File: config.mk
export PLATFORM = sky130hd
export DESIGN_NAME = fdms_ctrl
export DESIGN_NICKNAME = d
export VERILOG_FILES = /design/src/rtl/fdms_pkg.sv /design/src/rtl/fdms_ctrl.sv
export SDC_FILE = /design/constraint.sdc
export NUM_CORES = 1
export LEC_CHECK = 0
export BUFFER_PORTS_ARGS = -buffer_cell sky130_fd_sc_hd__buf_4
export CORE_AREA = 2 2 39 41
export CTS_CLUSTER_SIZE = 40
export DETAILED_ROUTE_END_ITERATION = 6
export DIE_AREA = 0 0 41 43
export PLACE_DENSITY_LB_ADDON = 0.12
export SYNTH_ARGS = -nofsm -noshare
export SYNTH_HDL_FRONTEND = slang
export SYNTH_SLANG_ARGS = --single-unit
File: constraint.sdc
create_clock -name clk -period 3.1 [get_ports clk]
set_clock_uncertainty 0.2 [all_clocks]
set_input_delay 0.62 -clock clk [delete_from_list [all_inputs] [get_ports clk]]
set_output_delay 0.62 -clock clk [all_outputs]
set_load 0.02 [all_outputs]
File: src/rtl/fdms_pkg.sv
// Shared widths, codes, state encoding and control structs for the frame difference block.
package fdms_pkg;

  localparam int PIX_W       = 8;
  localparam int DIM_W       = 9;
  localparam int THR_W       = 8;
  localparam int CFG_W       = 9;
  localparam int CFG_IDX_W   = 2;
  localparam int TOT_W       = 2 * DIM_W;
  localparam int CNT_W       = 17;
  localparam int SUM_W       = 32;
  localparam int FRM_W       = 32;
  localparam int RATIO_SHIFT = 16;
  localparam int NUM_W       = CNT_W + RATIO_SHIFT;

  localparam logic [CFG_IDX_W-1:0] CFG_FRAME_WIDTH  = 2'd0;
  localparam logic [CFG_IDX_W-1:0] CFG_FRAME_HEIGHT = 2'd1;
  localparam logic [CFG_IDX_W-1:0] CFG_THRESHOLD    = 2'd2;

  localparam logic [DIM_W-1:0] RST_FRAME_WIDTH  = 9'd384;
  localparam logic [DIM_W-1:0] RST_FRAME_HEIGHT = 9'd288;
  localparam logic [THR_W-1:0] RST_THRESHOLD    = 8'd0;

  typedef enum logic [3:0] {
    S_IDLE = 4'b0001,
    S_CALC = 4'b0010,
    S_DIV  = 4'b0100,
    S_OUT  = 4'b1000
  } state_t;

  typedef struct packed {
    logic capture;
    logic calc;
  } dp_cmd_t;

  typedef struct packed {
    logic is_last;
    logic div_done;
  } dp_sts_t;

endpackage

File: src/rtl/fdms_ctrl.sv
// Controller state machine: sequences capture, store access, ratio divide and result hold.
module fdms_ctrl
  import fdms_pkg::*;
(
  input  logic    clk,
  input  logic    rst_n,
  input  logic    in_valid,
  output logic    in_ready,
  output logic    out_valid,
  input  logic    out_ready,
  output dp_cmd_t cmd,
  input  dp_sts_t sts
);

  state_t state_r, state_nxt;

  always_comb begin
    state_nxt = state_r;
    case (state_r)
      S_IDLE: begin
        if (in_valid) begin
          state_nxt = S_CALC;
        end
      end
      S_CALC: begin
        state_nxt = sts.is_last ? S_DIV : S_OUT;
      end
      S_DIV: begin
        if (sts.div_done) begin
          state_nxt = S_OUT;
        end
      end
      S_OUT: begin
        if (out_ready) begin
          state_nxt = S_IDLE;
        end
      end
      default: begin
        state_nxt = S_IDLE;
      end
    endcase
  end

  always_ff @(posedge clk) begin
    if (!rst_n) begin
      state_r <= S_IDLE;
    end else begin
      state_r <= state_nxt;
    end
  end

  assign in_ready    = (state_r == S_IDLE);
  assign out_valid   = (state_r == S_OUT);
  assign cmd.capture = (state_r == S_IDLE) && in_valid;
  assign cmd.calc    = (state_r == S_CALC);

  a_accept_to_calc: assert property (@(posedge clk) disable iff (!rst_n)
    in_valid && in_ready |=> state_r == S_CALC)
    else $error("accepted word did not enter calc");

  a_plain_pixel_skips_div: assert property (@(posedge clk) disable iff (!rst_n)
    state_r == S_CALC && !sts.is_last |=> out_valid)
    else $error("non-final pixel did not go straight to output");

  a_div_done_to_out: assert property (@(posedge clk) disable iff (!rst_n)
    state_r == S_DIV && sts.div_done |=> out_valid)
    else $error("divider finished but result not presented");

  a_no_accept_while_holding: assert property (@(posedge clk) disable iff (!rst_n)
    out_valid |-> !in_ready)
    else $error("input taken while result pending");

endmodule

# --- After elaboration in Yosys (flattened, before gate mapping) ---
# Cells that the tools add are included.
word_totals:
  regBits: 4
  latch_bits: 0
  ram_bits: 0
  mem_bits_ro: 0
  out_inout_bits: 4
  mem_count: 0
op_classes:
  addsub: 0
  n_mul: 0
  div: 0
  magnitude_cmp: 0
  n_eq_ne: 7
  shift: 0
  muxes: 5
  bitwise: 0
  reduce_logical: 2
ops:
  columns: ["operator", "n"]
  rows:
  - ["$mux W4", 4]
  - ["$pmux W4 S4", 1]
  - ["$eq A4 B1 Y1 const B", 1]
  - ["$eq A4 B2 Y1 const B", 1]
  - ["$eq A4 B3 Y1 const B", 1]
  - ["$eq A4 B4 Y1 const B", 1]
  - ["$ne A2 B2 Y1 const B", 2]
  - ["$reduce_and A3 Y1", 1]
  - ["$ne A2 B1 Y1 const B", 1]
  - ["$logic_and A1 B1 Y1", 1]

# --- Depth between registers and ports, before layout ---
# Gate-level depths: netlist of the first run.
depth:
  word_depth: 3
  ltp_mapped: 4
  mapped_depth_nobuf: 3

# --- Worst setup path before layout of the first run ---
# Ideal clock, no wire load.
synth_timing:
  path_type: "register to output"
  from: "register state_r[1]"
  to: "output cmd[1] (netlist name)"
  arrival_ps: 1284
  required_time_ps: 2280
  setup_slack_ps: 996
  stages_incl_launch_ff: 4
  cell_sequence: "dfxtp_1 -> buf_6 -> nor4b_2 -> and2_1"
synth_lines:
  columns: ["item", "line", "rtl"]
  rows:
  - ["start, declared", "fdms_ctrl.sv:15", "state_t state_r, state_nxt;"]
  - ["start signal, assigned", "fdms_ctrl.sv:48", "state_r <= state_nxt;"]
  - ["end, declared", "fdms_ctrl.sv:11", "output dp_cmd_t cmd,"]

==> metrics.yaml, run 1 <==
timing.final.crit_share_pct: 69.3
wl_per_cell_um: 10.7
p_leak_nw: 0.128
rr_worst_depth: 3
drt_iter0_drc: 0
io-pin-count: 10
reg_top3: "state_r: 4 flops"
drt-total-wl_um: 544
largest_reg_flops: 4
power.density_mw_per_mm2: 451
grt_pass1_vias: 231
final_hold_viol_count: 0
cts_buffers: 3
multi_input_area_um2: 125
clkSinkCount: 4
drcViolationCount: 0
hold_path_startpoint: "state_r[0]"
slew_viol_final: 0
start_util_pct: 16.7
synthesis.area_um2: 231
ff2ff_setup_slack_ps: 1600
syn_inst: 25
hold_path_end: "state_r[0]"
cts_max_path_buffers: 2
antenna_found_initial: 0
postCtsSetupRepairBufs: 0
worst_slack_ps: 950
layout.cells.most_common: "buf_4"
post-synth-top-area-fraction_pct: 34.6
period_minus_slack_ps: 2150
die_w_um: 41
synth_nets: 31
timing.rr.end: "state_r[0]"
cp.arrival_ps: 1330
r2r_start: "state_r[3]"
hold_buffers: 0
dp_slack_ps: 1190
dieHeight_um: 43
vias_per_cell: 4.22
synth_cell_types: 17
holdPathStages: 2
port-buffer-count: 9
area_growth_pct: 39.5
cts_tree: "built"
mostFrequentLayoutCells: "buf_4, dfxtp_1, nor4b_1, a31oi_1, clkbuf_4"
synth_area_leaders: "dfxtp_1, nor4b_1, a31oi_1"
rsz0062_at_grt: "false"
maxCapViolCount: 0
critPathRequiredTime_ps: 2280
final_layout_size_suffix_gt1_share_pct: 40.0
firstDrtPassIters: 1
grt-ovfl-total: 0
grt_max_degree: 10
finalSetupTns_ps: 0
die_area_mm2: 0.00176
path_class: "flip-flop to output pin"
hpwlAfterDp_um: 407
slew_headroom_pct: 77.7
core_area_mm2: 0.00138
nNetsFinal: 43
fin_cells: 51
drtAntennaViolNets: 0
seq_area_um2: 80.1
hold_path_class: "flip-flop to flip-flop"
cp-end-kind: "output pin"
place_inst: 48
cp_slowest_stage_delay_ps: 400
routabilityCongestion: 0.643
clockRootBuffer: "clkbuf_4"
htreeDepth: 1
worst_slew_pin_slew_ps: 334
ys_warn_count: 0
ir_drop_mv: 0.118
ys_seq_area_share_pct: 34.6
status: "complete, no violations"
ys_ff_latch: 4
regMostFlops: "state_r"
avgSynthCellArea_um2: 9.26
cp-start-kind: "flip-flop"
path_cells: "nor4b_2 > and2_1 > buf_4"
clkLatencyLatePin_ps: 230
critPathMaxFanout: 9
grt_pass1_wl_um: 855
antenna_cells: 0
rows: 14
synth_top_cell_by_area: "dfxtp_1"
fillerInstances: 157
cts_resized: 0
via_count: 215
setup_viol: 0
crit_slowest_cell: "dfxtp_1"
cts.clk_slew.worst_paths_ps: 40
max_freq_ghz: 0.465
track_usage_pct: 7.95
## critical path, delay by kind of cell, from the launching register on
| kind | cells | cell delay, ps |
|---|---|---|
| simple gates | 2 | 570 |
| flops | 1 | 400 |
| buf+inv | 1 | 130 |
## cells by family after synthesis
group / count (synthesis) / synth area share [%]
and+or+nand+nor: 11 / 37.8
AOI/OAI and AO/OA: 5 / 12.4
DFF: 4 / 34.6
buffers and inverters: 4 / 11.4
xor gates and xnor gates: 1 / 3.78
## metal layers
layer  track usage, %  part of all wire, %  vias to the layer above
li1                 -                    -                      113
met4             6.00                    0                        0
met1             6.15                   42                       99
met2             13.1                   55                        3
met5                0                    0                        -
met3             4.71                  3.3                        0
## cell usage after synthesis, drive strengths merged
cell   n
nor4b  4
nor3   1
and3   1
nor2   1
inv    2
xnor2  1
or4b   1
nor3b  1
dfxtp  4
a21oi  1
a31oi  3
and2   1
nand2  1
o21ai  1
buf    2
## final cells by class
type,instances,share of cell area [%]
multi-input combinational,17,38.8
inverter,2,2.33
sequential,4,24.8
timing repair buffer,9,20.9
clock buffer,3,6.98
tap,16,6.20
## per-stage QoR
stage               utilization, %  power [mW]  cell area (um2)  hold WS [ps]
floorplan                        -      0.0730              231           274
global route                  23.3       0.158              323           348
CTS                           23.3       0.149              323           319
global placement              21.7      0.0832              300           312
finish                        23.3       0.146              323           319
detailed placement            21.7      0.0839              300           315
## where the power goes
| part | switching (mW) | internal, mW |
|---|---|---|
| Combinational | 0.0115 | 0.0136 |
| Clock | 0.0194 | 0.0432 |
| Sequential | 0.00400 | 0.0540 |
## worst max-delay path by stage
stage                           from     end  slack [ps]
after floorplan           state_r[1]  cmd[1]        1000
after global placement    state_r[3]  cmd[1]        1260
after detailed placement  state_r[3]  cmd[1]        1190
after CTS                 state_r[1]  cmd[1]         940
after global routing      state_r[1]  cmd[1]         870
final                     state_r[1]  cmd[1]         950
Note: power is estimated with default switching activity, not from simulation.
==> run 2, diff against run 1 <==
==> constraint.sdc (replaced) <==
create_clock -name clk -period 2.05 [get_ports clk]
set_clock_uncertainty 0.2 [all_clocks]
set_input_delay 0.41 -clock clk [delete_from_list [all_inputs] [get_ports clk]]
set_output_delay 0.41 -clock clk [all_outputs]
set_load 0.02 [all_outputs]
==> run 2 against run 1 <==
Count of clock-buffer cells in the layout stayed put; via count is 4.7% higher; utilization stayed put; largest power group unchanged; worst hold slack worse by 130 ps; global-route usage is 0.18 points higher; cell area stayed put; die area stayed put; setup slack worse by 800 ps; critical path depth stayed put; combinational power is 50% higher.
==> metrics.yaml, run 2 (synthesis gave the netlist of run 1 again) <==
status: "complete, no violations"
routabilityCongestion: 0.643  # about the same
final_cell_area_um2: 323  # unchanged
grt_max_degree: 10  # unchanged
cp_slowest_stage_delay_ps: 390  # about the same
max_freq_ghz: 0.526
seq_area_um2: 80.1  # unchanged
track_usage_pct: 8.12  # +0.18 points
htreeDepth: 1  # unchanged
grt_pass1_vias: 228  # -1.3%
nNetsFinal: 43  # unchanged
hold_path_end: "state_r[0]"
cts_max_path_buffers: 2  # unchanged
clkSinkCount: 4  # unchanged
dp_slack_ps: 397  # -790 ps
path_class: "flip-flop to output pin"
ff2ff_setup_slack_ps: 570  # -1030 ps
timing.final.crit_share_pct: 92.7
cp_top_family: "simple AND/OR/NAND/NOR gates"
p_int_mw: 0.168  # +52%
clockRootBuffer: "clkbuf_4"
cp-start-kind: "flip-flop"
start_util_pct: 16.7  # unchanged
largest_reg_flops: 4  # unchanged
wl_per_cell_um: 11.0  # +2.8%
finalPower_mw: 0.227  # +56%
path_buf_inv: 1  # unchanged
grt-ovfl-total: 0  # unchanged
hold_path_class: "input port to flip-flop"
hold_buffers: 0  # unchanged
postCtsSetupRepairBufs: 0  # unchanged
rsz0062_at_grt: "false"
port-buffer-count: 9  # unchanged
cts_buffers: 3  # unchanged
dpl_cell_area_um2: 300  # unchanged
mostFrequentLayoutCells: "buf_4, dfxtp_1, nor4b_1, a31oi_1, clkbuf_4"
hold_path_startpoint: "rst_n"
area_growth_pct: 39.5  # unchanged
drt_iter0_drc: 3  # +3
dieHeight_um: 43  # unchanged
firstDrtPassIters: 3  # +2
fillerInstances: 155  # -1.3%
switchingPower_mw: 0.0590  # +69%
pwr-share-seq_pct: 38.4  # -1.4 points
drt-total-wl_um: 559  # +2.8%
antenna_found_initial: 0  # unchanged
critPathMaxFanout: 9  # unchanged
crit_slowest_cell: "dfxtp_1"
grt_pass1_wl_um: 855  # unchanged
setup_viol: 0  # unchanged
final_hold_viol_count: 0  # unchanged
hpwlAfterDp_um: 424  # +4.3%
antenna_cells: 0  # unchanged
cp-end-kind: "output pin"
multi_input_area_um2: 125  # unchanged
clkLatencyLatePin_ps: 240  # about the same
finalSetupTns_ps: 0  # unchanged
core_area_mm2: 0.00138  # unchanged
worst_slack_ps: 151  # -800 ps
critPathRequiredTime_ps: 1440  # -840 ps
via_count: 225  # +4.7%
p_comb_share_pct: 16.6  # -0.6 points
drtAntennaViolNets: 0  # unchanged
switching_share_pct: 26.0  # +2.0 points
final_layout_size_suffix_gt1_share_pct: 40.0  # unchanged
cp.arrival_ps: 1290  # -40 ps
path_cells: "nor4b_2 > and2_1 > buf_4"
cts_resized: 0  # unchanged
io-pin-count: 10  # unchanged
r2r_start: "state_r[3]"
path_depth: 3  # unchanged
cts_tree: "built"
period_minus_slack_ps: 1900
die_w_um: 41  # unchanged
regMostFlops: "state_r"
finish.utilization_pct: 23.3  # unchanged
rr_worst_depth: 3  # unchanged
die_area_mm2: 0.00176  # unchanged
slew_viol_final: 0  # unchanged
reg_top3: "state_r: 4 flops"
vias_per_cell: 4.41  # +4.7%
holdPathStages: 2  # unchanged
rows: 14  # unchanged
slew_headroom_pct: 78.6  # +0.90 points
cts.clk_slew.worst_paths_ps: 40  # about the same
timing.rr.end: "state_r[0]"
worst_slew_pin_slew_ps: 320  # -13.4 ps
ir_drop_mv: 0.205  # +73%
p_clk_share_pct: 45.0  # +2.0 points
layout.cells.most_common: "buf_4"
maxCapViolCount: 0  # unchanged
power.density_mw_per_mm2: 703  # +56%
drcViolationCount: 0  # unchanged
p_leak_nw: 0.128  # unchanged
[run 2: power groups by stage]
stage	combinational [mW]	clock, mW	sequential, mW
2_1_floorplan	0.0257	0	0.0847
3_3_place_gp	0.0377	0	0.0885
3_5_place_dp	0.0380	0	0.0886
4_1_cts	0.0381	0.108	0.0873
5_1_grt	0.0408	0.110	0.0880
6_report	0.0375	0.102	0.0871
[run 2: final cells by class]
cell class | count | area share, %
clock buffer | 3 | 6.98
timing repair buffer | 9 | 20.9
tap | 16 | 6.20
sequential | 4 | 24.8
multi-input combinational | 17 | 38.8
inverter | 2 | 2.33
[run 2: worst max-delay path by stage]
stage                    start  endpoint  slack, ps
floorplan           state_r[1]    cmd[1]        160
global placement    state_r[1]    cmd[1]        440
detailed placement  state_r[1]    cmd[1]        400
CTS                 state_r[3]    cmd[1]        130
global route        state_r[3]    cmd[1]         80
finish              state_r[1]    cmd[1]        150
[run 2: worst reg2reg max path: stages (launching register included)]
cell and delay, ps:
dfxtp_1 460, or4b_4 500, o21ai_1 100, a31oi_1 100
[run 2: metal layers]
metal | up-vias | track usage [%] | wire, um
met2 | 5 | 11.3 | 296
li1 | 114 | - | -
met5 | - | 0 | 0
met4 | 0 | 12.0 | 22
met3 | 2 | 1.57 | 15
met1 | 104 | 7.69 | 224
[run 2: through the flow]
step | instances | hold slack, ps
after detailed placement | 48 | 322
final | 51 | 190
after floorplan | 25 | 274
after global placement | 48 | 314
after global routing | 51 | 198
after CTS | 51 | 185
